File: src/design/bump_turn_avoidance_controller_assert.svh
// Assertion macros shared by the bump-and-turn avoidance controller
`ifndef BUMP_TURN_AVOIDANCE_CONTROLLER_ASSERT_SVH
`define BUMP_TURN_AVOIDANCE_CONTROLLER_ASSERT_SVH

// Same-cycle implication, checked out of reset
`define BTAC_ASSERT_NOW(name, clk, rstn, ante, cons, msg) \
    name: assert property (@(posedge clk) disable iff (!(rstn)) (ante) |-> (cons)) \
        else $error(msg);

// Next-cycle implication, checked out of reset
`define BTAC_ASSERT_NEXT(name, clk, rstn, ante, cons, msg) \
    name: assert property (@(posedge clk) disable iff (!(rstn)) (ante) |=> (cons)) \
        else $error(msg);

`endif

File: src/design/btac_pkg.sv
// Types and constants of the bump-and-turn avoidance controller
package btac_pkg;

    typedef struct packed {
        logic left_hit;
        logic right_hit;
        logic coin;
    } in_t;

    typedef struct packed {
        logic       left_drive;
        logic       right_drive;
        logic [1:0] phase;
    } out_t;

    // One-hot phase state
    typedef enum logic [2:0] {
        PH_FWD  = 3'b001,
        PH_REV  = 3'b010,
        PH_TURN = 3'b100
    } phase_t;

    // Phase codes on the result channel
    localparam logic [1:0] PHASE_CODE_FWD  = 2'd0;
    localparam logic [1:0] PHASE_CODE_REV  = 2'd1;
    localparam logic [1:0] PHASE_CODE_TURN = 2'd2;

    // Turn directions
    localparam logic DIR_LEFT  = 1'b0;
    localparam logic DIR_RIGHT = 1'b1;

    // Configuration register indexes
    localparam logic [1:0] CFG_REVERSE_LIMIT = 2'd0;
    localparam logic [1:0] CFG_TURN_BASE     = 2'd1;
    localparam logic [1:0] CFG_REPEAT_WINDOW = 2'd2;
    localparam logic [1:0] CFG_BIAS_LIMIT    = 2'd3;

    localparam int CFG_INDEX_W = 2;
    localparam int CFG_DATA_W  = 14;

    // Counter widths and saturation points
    localparam int FWD_W   = 12;
    localparam int AVOID_W = 14;
    localparam int LEFT_W  = 16;
    localparam int REP_W   = 4;
    localparam int LIM_W   = 7;

    localparam logic [FWD_W-1:0]   FWD_SAT   = {FWD_W{1'b1}};
    localparam logic [AVOID_W-1:0] AVOID_SAT = {AVOID_W{1'b1}};

    // Register reset values
    localparam logic [FWD_W-1:0]   REVERSE_LIMIT_RST = 12'd500;
    localparam logic [FWD_W-1:0]   TURN_BASE_RST     = 12'd500;
    localparam logic [AVOID_W-1:0] REPEAT_WINDOW_RST = 14'd1500;
    localparam logic [LIM_W-1:0]   BIAS_LIMIT_RST    = 7'd6;

endpackage

File: src/design/bump_turn_avoidance_controller.sv
// Bump-and-turn obstacle avoidance controller, one tick per transaction
//
//   channel | direction | payload                          | handshake
//   s_      | in        | left_hit, right_hit, coin        | s_valid / s_ready
//   m_      | out       | left_drive, right_drive, phase   | m_valid / m_ready
//   cfg_    | in        | reverse/turn/window/bias limits  | cfg_we, no wait
//
// One tick per cycle while s_ready is high: the whole decision and state
// update sit between the state registers and the result register. A
// two-entry output buffer (result register plus skid) keeps s_ready high
// while one result waits; s_ready drops only with both full. Reset is
// synchronous, active low, and needs no clearing pass.
`include "bump_turn_avoidance_controller_assert.svh"

module bump_turn_avoidance_controller
    import btac_pkg::*;
#(
    parameter int REPEAT_MAX = 15,
    parameter int BIAS_BITS  = 8
) (
    input  logic                   aclk,
    input  logic                   aresetn,
    input  logic                   s_valid,
    output logic                   s_ready,
    input  in_t                    s_data,
    output logic                   m_valid,
    input  logic                   m_ready,
    output out_t                   m_data,
    input  logic                   cfg_we,
    input  logic [CFG_INDEX_W-1:0] cfg_index,
    input  logic [CFG_DATA_W-1:0]  cfg_wdata
);

    localparam int CMP_W = ((BIAS_BITS > LIM_W) ? BIAS_BITS : LIM_W) + 1;
    localparam logic signed [BIAS_BITS-1:0] BIAS_MAX = {1'b0, {(BIAS_BITS-1){1'b1}}};
    localparam logic [REP_W-1:0] REP_MAX = REP_W'(REPEAT_MAX);

    // Configuration registers
    logic [FWD_W-1:0]   reverse_limit_reg;
    logic [FWD_W-1:0]   turn_base_reg;
    logic [AVOID_W-1:0] repeat_window_reg;
    logic [LIM_W-1:0]   bias_limit_reg;

    // Controller state
    phase_t                       phase_reg, phase_next;
    logic [LEFT_W-1:0]            left_reg, left_next;
    logic                         pend_reg, pend_next;
    logic signed [BIAS_BITS-1:0]  bias_reg, bias_next;
    logic                         prev_valid_reg, prev_valid_next;
    logic                         prev_dir_reg, prev_dir_next;
    logic [FWD_W-1:0]             since_fwd_reg, since_fwd_next;
    logic [AVOID_W-1:0]           since_avoid_reg, since_avoid_next;
    logic [REP_W-1:0]             rep_reg, rep_next;

    // Output buffer
    logic m_valid_reg;
    out_t m_data_reg;
    logic skid_valid_reg;
    out_t skid_data_reg;
    out_t result;

    logic accept, out_take;

    // Intermediate decision values
    logic                      hit;
    logic                      dir_raw, dir_final;
    logic signed [CMP_W-1:0]   bias_ext, lim_ext;
    phase_t                    ph_hit;
    logic [LEFT_W-1:0]         left_hit_val;
    logic [REP_W-1:0]          rep_hit;
    logic [FWD_W-1:0]          since_fwd_hit;
    logic [AVOID_W-1:0]        since_avoid_hit;
    logic [REP_W:0]            rep_plus;
    logic [LEFT_W-1:0]         turn_len;
    phase_t                    ph_mid;
    logic [LEFT_W-1:0]         left_mid;
    logic [1:0]                phase_code;

    assign accept   = s_valid && s_ready;
    assign out_take = m_valid_reg && m_ready;
    assign s_ready  = !skid_valid_reg;
    assign m_valid  = m_valid_reg;
    assign m_data   = m_data_reg;

    assign bias_ext = CMP_W'(bias_reg);
    assign lim_ext  = $signed({{(CMP_W-LIM_W){1'b0}}, bias_limit_reg});
    assign rep_plus = {1'b0, rep_hit} + (REP_W+1)'(1);
    assign turn_len = LEFT_W'(turn_base_reg) * LEFT_W'(rep_plus);

    // Decide the tick: contact, phase hand-over, result and counters
    always_comb begin
        // Escape direction before the bias override
        if (s_data.left_hit && s_data.right_hit) begin
            if (bias_reg > 0) begin
                dir_raw = DIR_RIGHT;
            end else if (bias_reg < 0) begin
                dir_raw = DIR_LEFT;
            end else if (prev_valid_reg) begin
                dir_raw = prev_dir_reg;
            end else begin
                dir_raw = s_data.coin;
            end
        end else if (s_data.left_hit) begin
            dir_raw = DIR_RIGHT;
        end else begin
            dir_raw = DIR_LEFT;
        end

        if (bias_ext > lim_ext) begin
            dir_final = DIR_RIGHT;
        end else if (bias_ext < -lim_ext) begin
            dir_final = DIR_LEFT;
        end else begin
            dir_final = dir_raw;
        end

        // Start an avoidance on contact while driving forward
        hit             = (phase_reg == PH_FWD) && (s_data.left_hit || s_data.right_hit);
        ph_hit          = phase_reg;
        left_hit_val    = left_reg;
        rep_hit         = rep_reg;
        since_avoid_hit = since_avoid_reg;
        pend_next       = pend_reg;
        if (hit) begin
            if (since_avoid_reg < repeat_window_reg) begin
                rep_hit = (rep_reg < REP_MAX) ? rep_reg + REP_W'(1) : rep_reg;
            end else begin
                rep_hit = '0;
            end
            since_avoid_hit = '0;
            pend_next       = dir_final;
            ph_hit          = PH_REV;
            left_hit_val    = (since_fwd_reg < reverse_limit_reg) ?
                              LEFT_W'(since_fwd_reg) : LEFT_W'(reverse_limit_reg);
        end

        // Hand reverse over to turn
        ph_mid          = ph_hit;
        left_mid        = left_hit_val;
        bias_next       = bias_reg;
        prev_valid_next = prev_valid_reg;
        prev_dir_next   = prev_dir_reg;
        if ((ph_hit == PH_REV) && (left_hit_val == '0)) begin
            ph_mid          = PH_TURN;
            prev_valid_next = 1'b1;
            prev_dir_next   = pend_next;
            if (pend_next == DIR_LEFT) begin
                if (bias_reg != BIAS_MAX) begin
                    bias_next = bias_reg + BIAS_BITS'(1);
                end
            end else begin
                if (bias_reg != -BIAS_MAX) begin
                    bias_next = bias_reg - BIAS_BITS'(1);
                end
            end
            left_mid = turn_len;
        end

        // Hand turn over to forward
        phase_next    = ph_mid;
        since_fwd_hit = since_fwd_reg;
        if ((ph_mid == PH_TURN) && (left_mid == '0)) begin
            phase_next    = PH_FWD;
            since_fwd_hit = '0;
        end

        // Drive pattern of the phase that holds
        result.left_drive  = 1'b0;
        result.right_drive = 1'b0;
        phase_code         = PHASE_CODE_FWD;
        case (phase_next)
            PH_REV: begin
                result.left_drive  = 1'b1;
                result.right_drive = 1'b1;
                phase_code         = PHASE_CODE_REV;
            end
            PH_TURN: begin
                result.left_drive  = (pend_next == DIR_LEFT);
                result.right_drive = (pend_next == DIR_RIGHT);
                phase_code         = PHASE_CODE_TURN;
            end
            default: begin
                phase_code = PHASE_CODE_FWD;
            end
        endcase
        result.phase = phase_code;

        // Count down the phase and advance elapsed times
        left_next = left_mid;
        if ((phase_next != PH_FWD) && (left_mid != '0)) begin
            left_next = left_mid - LEFT_W'(1);
        end
        since_fwd_next   = (since_fwd_hit != FWD_SAT) ?
                           since_fwd_hit + FWD_W'(1) : since_fwd_hit;
        since_avoid_next = (since_avoid_hit != AVOID_SAT) ?
                           since_avoid_hit + AVOID_W'(1) : since_avoid_hit;
        rep_next         = rep_hit;
    end

    // Write configuration registers
    always_ff @(posedge aclk) begin
        if (!aresetn) begin
            reverse_limit_reg <= REVERSE_LIMIT_RST;
            turn_base_reg     <= TURN_BASE_RST;
            repeat_window_reg <= REPEAT_WINDOW_RST;
            bias_limit_reg    <= BIAS_LIMIT_RST;
        end else if (cfg_we) begin
            case (cfg_index)
                CFG_REVERSE_LIMIT: reverse_limit_reg <= cfg_wdata[FWD_W-1:0];
                CFG_TURN_BASE:     turn_base_reg     <= cfg_wdata[FWD_W-1:0];
                CFG_REPEAT_WINDOW: repeat_window_reg <= cfg_wdata[AVOID_W-1:0];
                CFG_BIAS_LIMIT:    bias_limit_reg    <= cfg_wdata[LIM_W-1:0];
                default: begin
                end
            endcase
        end
    end

    // Advance controller state on each accepted tick
    always_ff @(posedge aclk) begin
        if (!aresetn) begin
            phase_reg       <= PH_FWD;
            left_reg        <= '0;
            pend_reg        <= DIR_LEFT;
            bias_reg        <= '0;
            prev_valid_reg  <= 1'b0;
            prev_dir_reg    <= DIR_LEFT;
            since_fwd_reg   <= '0;
            since_avoid_reg <= '0;
            rep_reg         <= '0;
        end else if (accept) begin
            phase_reg       <= phase_next;
            left_reg        <= left_next;
            pend_reg        <= pend_next;
            bias_reg        <= bias_next;
            prev_valid_reg  <= prev_valid_next;
            prev_dir_reg    <= prev_dir_next;
            since_fwd_reg   <= since_fwd_next;
            since_avoid_reg <= since_avoid_next;
            rep_reg         <= rep_next;
        end
    end

    // Hold results in the result register, spill into skid when stalled
    always_ff @(posedge aclk) begin
        if (!aresetn) begin
            m_valid_reg    <= 1'b0;
            skid_valid_reg <= 1'b0;
        end else if (skid_valid_reg) begin
            if (out_take) begin
                skid_valid_reg <= 1'b0;
            end
        end else if (accept) begin
            if (!m_valid_reg || out_take) begin
                m_valid_reg <= 1'b1;
            end else begin
                skid_valid_reg <= 1'b1;
            end
        end else if (out_take) begin
            m_valid_reg <= 1'b0;
        end
    end

    always_ff @(posedge aclk) begin
        if (skid_valid_reg) begin
            if (out_take) begin
                m_data_reg <= skid_data_reg;
            end
        end else if (accept) begin
            if (!m_valid_reg || out_take) begin
                m_data_reg <= result;
            end else begin
                skid_data_reg <= result;
            end
        end
    end

    // Checks on buffer ordering and phase bookkeeping
    `BTAC_ASSERT_NOW(a_skid_behind_out, aclk, aresetn, skid_valid_reg, m_valid_reg,
        "skid entry held without a result in the output register")
    `BTAC_ASSERT_NOW(a_fwd_no_time_left, aclk, aresetn, phase_reg == PH_FWD, left_reg == '0,
        "phase time left while driving forward")
    `BTAC_ASSERT_NOW(a_rev_drives_back, aclk, aresetn,
        m_valid && (m_data.phase == PHASE_CODE_REV),
        m_data.left_drive && m_data.right_drive,
        "reverse phase shown without both sides backward")
    `BTAC_ASSERT_NEXT(a_avoid_clears_timer, aclk, aresetn, accept && hit,
        since_avoid_reg == AVOID_W'(1),
        "avoidance did not restart the repeat timer")

endmodule
File: config.mk
export PLATFORM = sky130hd
export DESIGN_NAME = bump_turn_avoidance_controller
export DESIGN_NICKNAME = d
export VERILOG_FILES = /design/src/design/btac_pkg.sv /design/src/design/bump_turn_avoidance_controller.sv
export VERILOG_INCLUDE_DIRS = /design/src /design/src/design
export SDC_FILE = /design/constraint.sdc
export NUM_CORES = 1
export LEC_CHECK = 0
export BUFFER_PORTS_ARGS = -buffer_cell sky130_fd_sc_hd__buf_2
export CAP_MARGIN = 20
export CORE_MARGIN = 3
export CORE_UTILIZATION = 60
export CTS_BUF_LIST = sky130_fd_sc_hd__clkbuf_8
export CTS_CLUSTER_DIAMETER = 60
export DETAILED_ROUTE_END_ITERATION = 7
export GPL_TIMING_DRIVEN = 1
export PLACE_DENSITY = 0.77
export SLEW_MARGIN = 20
export SYNTH_ARGS = -nofsm -noshare
export SYNTH_HDL_FRONTEND = slang
export SYNTH_SLANG_ARGS = --single-unit
File: constraint.sdc
create_clock -name aclk -period 13.4 [get_ports aclk]
set_input_delay 2.68 -clock aclk [delete_from_list [all_inputs] [get_ports aclk]]
set_output_delay 2.68 -clock aclk [all_outputs]
set_load 0.02 [all_outputs]
==> results of run 1 <==
## layer usage
layer	wire [µm]	GRT usage (%)
met5	0	0
met3	1800	5.158
met4	790	11.43
met1	10650	40.74
met2	10900	46.13
## worst max-delay path, delay by kind of cell
family | cells | cell delay (ns)
AOI/OAI and AO/OA | 11 | 3.09
adders and majority gates | 6 | 2.42
buffers and inverters | 2 | 0.22
and+or+nand+nor | 13 | 3.18
xor gates and xnor gates | 1 | 0.70
## cell families (layout without fill, tap and decap cells)
family | after synthesis | count (layout) | share of synthesized area (%)
AND/OR/NAND/NOR | 477 | 477 | 26.24
adder cells (fa/ha/maj) | 106 | 106 | 16.86
buffers and inverters | 109 | 126 | 4.637
flip-flops | 115 | 115 | 25.89
XOR/XNOR | 43 | 43 | 4.093
AO/OA/AOI/OAI | 282 | 282 | 19.79
multiplexers | 22 | 22 | 2.488
## area by class of cell
type                    count  area [µm²]
flip-flops and latches    115        2382
well taps                 184       230.2
fillers                  1248        4892
repair buffers             38       212.7
clock buffers              18       247.7
multi-input cells         930        6404
clock inverters            14       175.2
inverters                  56       210.2
## path summary, 6_finish.rpt
path                            cells past startpoint                 start              endpoint  slack [ns]
worst min-delay path                                2  repeat_window_reg[0]  repeat_window_reg[0]        0.46
worst min register to register                      2  repeat_window_reg[0]  repeat_window_reg[0]        0.46
worst max-delay path                               33             s_data[1]      since_fwd_reg[0]        1.48
worst max register to register                     32          phase_reg[0]      since_fwd_reg[0]        2.99
## power by group through the flow
stage / Clock [mW] / Combinational (mW) / Sequential (mW)
finish: 0.350 / 0.783 / 0.423
global route: 0.369 / 0.864 / 0.427
CTS: 0.355 / 0.770 / 0.421
detailed placement: 0 / 0.766 / 0.428
global placement: 0 / 0.752 / 0.428
floorplan: 0 / 0.608 / 0.419
## per-stage QoR
stage          std cells  utilization (%)  hold WS, ns
6_report            1355            66.84       0.4557
5_1_grt             1355            66.84       0.4789
4_1_cts             1355            66.84       0.4582
3_5_place_dp        1323            63.98       0.4478
3_3_place_gp        1323            63.98       0.4421
2_1_floorplan       1154                -       0.4318
## cell usage in the layout, fill, tap and decap left out, types with 34 or more instances in the layout
master   Yosys  routed
nor2_1      70      70
nand2_1    182     182
ha_1        76      76
a21oi_1     98      98
nand3_1     42      42
dfxtp_1    107     107
and2_1      34      34
o21ai_0     48      47
inv_1       55      55
==> impl_metrics.py, run 1 <==
metrics = {
    "outcome": {
        "outcome": "finished clean",
    },
    "sta": {
        "setup-tns-final_ns": 0,
        "slew_headroom_pct": 29.27,
        "worst_slack_ns": 1.479,
        "clock_skew_ns": 0.01314,
        "setup_viol": 0,
        "report.final.slew_viol_count": 0,
        "max_freq_mhz": 83.89,
        "rsz0062_at_grt": "false",
        "finalCritPeriodShare_pct": 88.96,
        "hold_viol": 0,
        "min_period_ns": 11.92,
        "tightest_slew_ns": 1.061,
    },
    "floorplan": {
        "die_h_um": 129.8,
        "die_w_um": 129.8,
        "rows": 44,
        "initial_utilization_pct": 62.36,
        "io_pins": 30,
        "fp.dieArea_mm2": 0.01686,
        "core_area_mm2": 0.01475,
    },
    "worst_setup_path": {
        "cp.required_ns": 13.75,
        "worst_setup_path_start_kind": "input pin",
        "end_kind": "flip-flop",
        "cpPeakStageDelay_ns": 0.70,
        "slowest_stage": "xnor2_1",
        "cp_max_fo": 14,
        "cp.arrival_ns": 12.28,
        "worst-setup-path-type": "input pin to flip-flop",
    },
    "clock_tree": {
        "insertion_delay_ns": 0.45,
        "cts-hold-fix-buffers": 0,
        "htree_num_levels": 4,
        "postCtsSetupBuffers": 0,
        "cts_tree": "done",
        "cts-root-buf": "clkbuf_8",
        "clock_sinks": 115,
        "clk_pin_slew_ns": 0.07,
        "cts_resized": 0,
        "cts_inserted_buffers": 17,
        "clockBufferDepth": 2,
    },
    "placement": {
        "place_ws_ns": 1.199,
        "place_congestion": 1.010,
        "placed_area_mm2": 0.009439,
        "portBuffers": 29,
        "hpwl_um": 17670,
    },
    "detailed_routing": {
        "wl_per_cell_um": 17.82,
        "drtPass1Iterations": 5,
        "via_count": 8510,
        "drt_iter0_markers": 578,
        "drt_wl_total_um": 24140,
        "drc_errors": 0,
        "viasPerCell": 6.280,
        "antenna_left": 0,
    },
    "pwr": {
        "p_per_area_mw_per_mm2": 157.8,
        "p_leak_nw": 4.446,
        "power.switching_uw": 672.4,
        "internal_power_uw": 883.8,
        "ir_drop_v": 0.0001245,
        "power.share.switching_pct": 43.21,
        "clkPwrFrac_pct": 22.5,
        "seq_power_share_pct": 27.2,
        "pwr-share-comb_pct": 50.3,
        "power_mw": 1.556,
    },
    "yosys": {
        "synth_common_cells": "182 x nand2_1, 107 x dfxtp_1, 98 x a21oi_1",
        "syn_area_mm2": 0.009201,
        "yosys.area.top_type": "dfxtp_1",
        "ys_seq_area_share_pct": 25.89,
        "synthMostInstantiatedCell": "nand2_1",
        "synth_edf_count": 8,
        "ys_types": 78,
        "syn_area_per_cell_um2": 7.973,
        "ys_ff_latch": 115,
        "syn-num-nets": 1284,
        "async_flop_share_pct": 0,
        "synth_top_area_share_pct": 23.28,
        "syn_inst": 1154,
        "synth_flop_cell": "dfxtp_1",
        "yosysWarnings": 0,
        "ys_top_cells_by_area": "dfxtp_1 23%, ha_1 10%, nand2_1 7.4%, fa_1 6.5%, a21oi_1 5.3%",
    },
    "finish": {
        "stdcell_area_mm2": 0.009862,
        "largest_register_ff_count": 16,
        "n_antenna_cell": 0,
        "area_delta_synth_final_pct": 7.180,
        "layout.nets": 1288,
        "drive_gt1_share_pct": 8.540,
    },
    "global_routing": {
        "first_global_vias": 7941,
        "grt_max_degree": 72,
        "grt_first_pass_wirelength_um": 39550,
        "gr-usage-all-layers_pct": 29.46,
        "grt.overflow.total": 0,
        "antenna_found_initial": 0,
    },
    "hold_path": {
        "hp-class": "flip-flop to flip-flop",
    },
    "flow_run": {
        "maxCapViolCount": 0,
    },
}
Note: power is estimated with default switching activity, not from simulation.
==> run 2: changes to the inputs <==
--- a/config.mk
+++ b/config.mk
@@ -6,15 +6,17 @@
 export SDC_FILE = /design/constraint.sdc
 export NUM_CORES = 1
 export LEC_CHECK = 0
-export BUFFER_PORTS_ARGS = -buffer_cell sky130_fd_sc_hd__buf_2
+export ABC_AREA = 1
 export CAP_MARGIN = 20
 export CORE_MARGIN = 3
 export CORE_UTILIZATION = 60
 export CTS_BUF_LIST = sky130_fd_sc_hd__clkbuf_8
 export CTS_CLUSTER_DIAMETER = 60
 export DETAILED_ROUTE_END_ITERATION = 7
+export DONT_BUFFER_PORTS = 1
 export GPL_TIMING_DRIVEN = 1
-export PLACE_DENSITY = 0.77
+export PLACE_DENSITY = 0.76
+export SETUP_SLACK_MARGIN = 0.2
 export SLEW_MARGIN = 20
 export SYNTH_ARGS = -nofsm -noshare
 export SYNTH_HDL_FRONTEND = slang
==> impl_metrics.py, run 2 <==
metrics = {
    "outcome": {
        "outcome": "finished clean",
    },
    "worst_setup_path": {
        "cp_max_fo": 40,
        "worst-setup-path-type": "input pin to flip-flop",
        "slowest_stage": "nor2_1",
        "cp.arrival_ns": 10.07,
        "worst_setup_path_start_kind": "input pin",
        "cp_top_family": "simple AND/OR/NAND/NOR gates",
        "cpPeakStageDelay_ns": 0.69,
        "ff2ff_path_depth": 44,
        "cp_num_buf_inv": 5,
        "cp.required_ns": 13.76,
        "end_kind": "flip-flop",
        "critPathMostFrequentCell": "nand2_1",
        "cp.depth": 40,
    },
    "hold_path": {
        "min_path_cells": 2,
        "hp-class": "flip-flop to flip-flop",
    },
    "yosys": {
        "syn_inst": 1377,
        "synth_common_cells": "303 x nand2_1, 200 x inv_1, 134 x nor2_1",
        "synth_flop_cell": "dfxtp_1",
        "yosys.area_share.simple_pct": 29.72,
        "async_flop_share_pct": 0,
        "syn-num-nets": 1507,
        "ys_types": 57,
        "muxShareOfSynthArea_pct": 0,
        "ys_top_cells_by_area": "dfxtp_1 23%, nand2_1 12%, ha_1 10%, inv_1 7.9%, fa_1 6.3%",
        "syn_area_per_cell_um2": 6.907,
        "synthXorXnorAreaFrac_pct": 4.328,
        "ys_seq_area_share_pct": 25.05,
        "synth_top_family_by_area": "simple AND/OR/NAND/NOR gates",
        "synthAdderAreaFrac_pct": 16.31,
        "synthMostInstantiatedCell": "nand2_1",
        "yosysWarnings": 0,
        "syn_area_mm2": 0.009512,
        "synth_edf_count": 8,
        "yosys.area.top_type": "dfxtp_1",
        "synth_compound_area_share_pct": 14.34,
        "synth_top_area_share_pct": 22.52,
        "ys_ff_latch": 115,
    },
    "finish": {
        "mostFrequentLayoutCells": "303 x nand2_1, 201 x inv_1, 133 x nor2_1",
        "layout.nets": 1496,
        "area_delta_synth_final_pct": 6.274,
        "n_antenna_cell": 0,
        "largest_register_ff_count": 16,
        "final_common_cell": "nand2_1",
        "stdcell_area_mm2": 0.01011,
        "fillCellCount": 1429,
        "drive_gt1_share_pct": 8.412,
    },
    "global_routing": {
        "gr-usage-all-layers_pct": 28.84,
        "grt_first_pass_wirelength_um": 40920,
        "grt.overflow.total": 0,
        "first_global_vias": 8367,
        "antenna_found_initial": 0,
        "grt_max_degree": 70,
    },
    "clock_tree": {
        "cts_resized": 0,
        "cts-root-buf": "clkbuf_8",
        "clockBufferDepth": 2,
        "insertion_delay_ns": 0.45,
        "cts-hold-fix-buffers": 0,
        "htree_num_levels": 4,
        "postCtsSetupBuffers": 0,
        "cts_tree": "done",
        "cts_inserted_buffers": 17,
        "clk_pin_slew_ns": 0.08,
        "clock_sinks": 115,
    },
    "detailed_routing": {
        "viasPerCell": 5.499,
        "drtPass1Iterations": 7,
        "drt_wl_total_um": 24380,
        "via_count": 8744,
        "drt_iter0_markers": 588,
        "drc_errors": 0,
        "wl_per_cell_um": 15.33,
        "antenna_left": 0,
    },
    "sta": {
        "min_period_ns": 9.716,
        "finalCritPeriodShare_pct": 72.50,
        "max_freq_mhz": 102.9,
        "slew_headroom_pct": 41.30,
        "tightest_slew_ns": 0.8772,
        "clock_skew_ns": 0.01199,
        "setup_viol": 0,
        "rsz0062_at_grt": "false",
        "hold_viol": 0,
        "report.final.slew_viol_count": 0,
        "setup-tns-final_ns": 0,
    },
    "floorplan": {
        "die_h_um": 131.9,
        "rows": 45,
        "core_area_mm2": 0.01537,
        "die_w_um": 131.9,
        "fp.dieArea_mm2": 0.01740,
        "io_pins": 30,
        "initial_utilization_pct": 61.88,
    },
    "pwr": {
        "ir_drop_v": 0.0001010,
        "p_leak_nw": 4.969,
        "p_per_area_mw_per_mm2": 132.9,
        "power_mw": 1.344,
    },
    "placement": {
        "placed_area_mm2": 0.009654,
        "hpwl_um": 18400,
        "portBuffers": 0,
        "place_congestion": 0.9388,
    },
    "flow_run": {
        "maxCapViolCount": 0,
    },
}
[run 2: area by class of cell]
cell class | count | area [µm²] | area share [%]
Timing Repair Buffer | 8 | 60.06 | 0.5941
Clock buffer | 20 | 275.3 | 2.723
Tap cell | 211 | 264.0 | 2.612
Multi-Input combinational cell | 1013 | 6156 | 60.90
Sequential cell | 115 | 2382 | 23.57
Clock inverter | 12 | 176.4 | 1.745
Inverter | 211 | 794.5 | 7.860
[run 2: kinds of logic after synthesis]
group           count (synthesis)
flops                         115
xor+xnor                       47
simple gates                  624
buf+inv                       249
fa+ha+maj                     106
compound gates                236
[run 2: worst paths after layout]
check                                      startpoint                     to  slack (ns)
worst min-delay path            repeat_window_reg[11]  repeat_window_reg[11]        0.47
worst min register to register  repeat_window_reg[11]  repeat_window_reg[11]        0.47
worst max register to register     since_avoid_reg[5]       since_fwd_reg[0]        5.48
worst max-delay path                        s_data[1]       since_fwd_reg[0]        3.68
[run 2: power by group]
part | switching (mW) | internal [mW]
clock network | 0.155 | 0.218
logic | 0.381 | 0.208
registers | 0.0153 | 0.366
[run 2: through the flow]
step	std cells	worst slack (ns)	utilization, %	hold slack (ns)
after floorplan	1377	4.107	-	0.4353
after global placement	1558	3.590	62.81	0.4503
after detailed placement	1558	3.305	62.81	0.4532
after CTS	1590	3.771	65.75	0.4645
after global routing	1590	3.039	65.76	0.4903
final	1590	3.684	65.76	0.4690
[run 2: per-layer routing]
layer	track usage, %	vias to the layer above	share of wire, %	routed length [µm]
met4	10.39	0	3.2	778
met3	5.534	53	4.7	1150
met1	36.86	4025	45	10930
met2	48.72	232	47	11520
met5	0	-	0	0
li1	-	4434	-	-
[run 2: worst reg2reg max path: cells and delay by family (launching register included)]
family,cells,cell delay [ns]
AND/OR/NAND/NOR,24,3.13
flip-flops,1,0.41
AO/OA/AOI/OAI,6,1.08
buffers and inverters,6,0.41
adder cells (fa/ha/maj),7,2.68
XOR/XNOR,1,0.16
==> run 3: changes to the inputs <==
--- a/config.mk
+++ b/config.mk
@@ -15,7 +15,7 @@
 export DETAILED_ROUTE_END_ITERATION = 7
 export DONT_BUFFER_PORTS = 1
 export GPL_TIMING_DRIVEN = 1
-export PLACE_DENSITY = 0.76
+export PLACE_DENSITY = 0.79
 export SETUP_SLACK_MARGIN = 0.2
 export SLEW_MARGIN = 20
 export SYNTH_ARGS = -nofsm -noshare
==> constraint.sdc (replaced) <==
create_clock -name aclk -period 8.55 [get_ports aclk]
set_input_delay 1.71 -clock aclk [delete_from_list [all_inputs] [get_ports aclk]]
set_output_delay 1.71 -clock aclk [all_outputs]
set_load 0.02 [all_outputs]
==> impl_metrics.py, run 3 (synthesis results as in run 2) <==
metrics = {
    "worst_setup_path": {
        "cp.arrival_ns": 8.06,
        "reg2reg_to": "since_fwd_reg[1]",
        "r2r_start": "repeat_window_reg[5]",
        "ff2ff_setup_slack_ns": 1.35,
        "end_kind": "flip-flop",
        "ff2ff_path_depth": 43,
        "cp.required_ns": 8.95,
        "cp_max_fo": 18,
        "worst_setup_path_start_kind": "input pin",
        "slowest_stage": "fa_1",
        "critPathMostFrequentCell": "nand2_1",
        "worst-setup-path-type": "input pin to flip-flop",
        "cpPeakStageDelay_ns": 0.52,
    },
    "clock_tree": {
        "cts_tree": "done",
        "clockBufferDepth": 2,
        "cts_resized": 0,
        "clk_pin_slew_ns": 0.08,
        "clock_sinks": 115,
        "cts_inserted_buffers": 17,
        "cts-hold-fix-buffers": 0,
        "htree_num_levels": 4,
        "postCtsSetupBuffers": 0,
        "insertion_delay_ns": 0.46,
        "cts-root-buf": "clkbuf_8",
    },
    "global_routing": {
        "antenna_found_initial": 0,
        "grt_max_degree": 70,
        "first_global_vias": 8458,
        "gr-usage-all-layers_pct": 28.39,
        "grt.overflow.total": 0,
        "grt_first_pass_wirelength_um": 40740,
    },
    "detailed_routing": {
        "viasPerCell": 5.552,
        "drtPass1Iterations": 6,
        "drt_wl_total_um": 24000,
        "via_count": 8838,
        "antenna_left": 0,
        "maxUsedRoutingLayer": "met4",
        "wl_met2_um": 10970,
        "drt-met1-wl_um": 10780,
        "wl_met3_um": 1349,
        "drt_iter0_markers": 670,
        "wl_per_cell_um": 15.07,
        "drc_errors": 0,
    },
    "sta": {
        "clock_skew_ns": 0.01353,
        "setup_viol": 0,
        "finalCritPeriodShare_pct": 89.54,
        "max_freq_mhz": 130.6,
        "hold_viol": 0,
        "report.final.slew_viol_count": 0,
        "tightest_slew_ns": 1.009,
        "slew_headroom_pct": 32.49,
        "setup-tns-final_ns": 0,
        "min_period_ns": 7.656,
        "rsz0062_at_grt": "false",
    },
    "outcome": {
        "outcome": "finished clean",
    },
    "finish": {
        "largest_register_ff_count": 16,
        "layout.nets": 1498,
        "layout.cells.non_filler": 1592,
        "mostFrequentLayoutCells": "302 x nand2_1, 200 x inv_1, 134 x nor2_1",
        "drive_gt1_share_pct": 8.689,
        "fillCellCount": 1422,
        "area_delta_synth_final_pct": 6.169,
        "final_common_cell": "nand2_1",
        "n_antenna_cell": 0,
    },
    "pwr": {
        "clkPwrFrac_pct": 26.4,
        "seq_power_share_pct": 29.3,
        "power.switching_uw": 858.3,
        "ir_drop_v": 0.0002221,
        "pwr-share-comb_pct": 44.3,
        "power_mw": 2.048,
        "power.share.switching_pct": 41.92,
        "p_leak_nw": 4.955,
        "internal_power_mw": 1.189,
        "p_per_area_mw_per_mm2": 202.8,
    },
    "floorplan": {
        "die_h_um": 131.9,
        "core_area_mm2": 0.01537,
        "initial_utilization_pct": 61.88,
        "die_w_um": 131.9,
        "rows": 45,
        "io_pins": 30,
        "fp.dieArea_mm2": 0.01740,
    },
    "placement": {
        "portBuffers": 0,
        "place_congestion": 0.9051,
        "hpwl_um": 18290,
        "dp_cells": 1560,
    },
    "flow_run": {
        "maxCapViolCount": 0,
    },
    "hold_path": {
        "min_path_cells": 2,
        "hp-start": "repeat_window_reg[11]",
        "hp-class": "flip-flop to flip-flop",
        "min_to": "repeat_window_reg[11]",
    },
}
run 3: worst max-delay path: cells and delay by family:
family	cells	cell delay, ns
AND/OR/NAND/NOR	21	2.54
adder cells (fa/ha/maj)	6	2.28
AO/OA/AOI/OAI	7	1.20
XOR/XNOR	1	0.16
buffers and inverters	2	0.16
run 3: layer usage:
layer  GRT usage (%)  up-vias
li1                -     4440
met1           36.66     4071
met2           46.49      262
met3           5.725       65
met4           11.84        0
met5               0        -
run 3: power groups by stage:
stage | Combinational, mW | Clock [mW] | Sequential, mW
2_1_floorplan | 0.726 | 0 | 0.603
6_report | 0.907 | 0.541 | 0.599
3_5_place_dp | 0.901 | 0 | 0.611
5_1_grt | 1.04 | 0.569 | 0.602
3_3_place_gp | 0.890 | 0 | 0.611
4_1_cts | 0.906 | 0.544 | 0.599
run 3: stage by stage:
stage | util, % | area [µm²] | hold WS [ns] | setup slack, ns
finish | 65.70 | 10100 | 0.4721 | 0.8941
global route | 65.70 | 10100 | 0.4932 | 0.2321
CTS | 65.62 | 10090 | 0.4705 | 0.7898
detailed placement | 62.91 | 9669 | 0.4604 | 0.3260
global placement | 62.91 | 9669 | 0.4482 | 0.5172
floorplan | - | 9512 | 0.4353 | 0.2271
run 3: worst max-delay path by stage:
stage,startpoint,depth (start not counted),to,slack [ns]
CTS,s_data[1],38,since_fwd_reg[1],0.79
detailed placement,s_data[1],38,since_fwd_reg[1],0.33
global route,s_data[1],39,since_fwd_reg[0],0.23
finish,s_data[1],37,since_fwd_reg[1],0.89
floorplan,s_data[1],43,since_fwd_reg[0],0.23
global placement,s_data[1],39,since_fwd_reg[0],0.52
run 3: area by class of cell:
class	count	area [µm²]	area share, %
Tap cell	211	264.0	2.614
Timing Repair Buffer	10	75.07	0.7434
Clock inverter	15	183.9	1.821
Clock buffer	17	234.0	2.317
Inverter	211	794.5	7.868
Sequential cell	115	2382	23.59
Multi-Input combinational cell	1013	6165	61.05
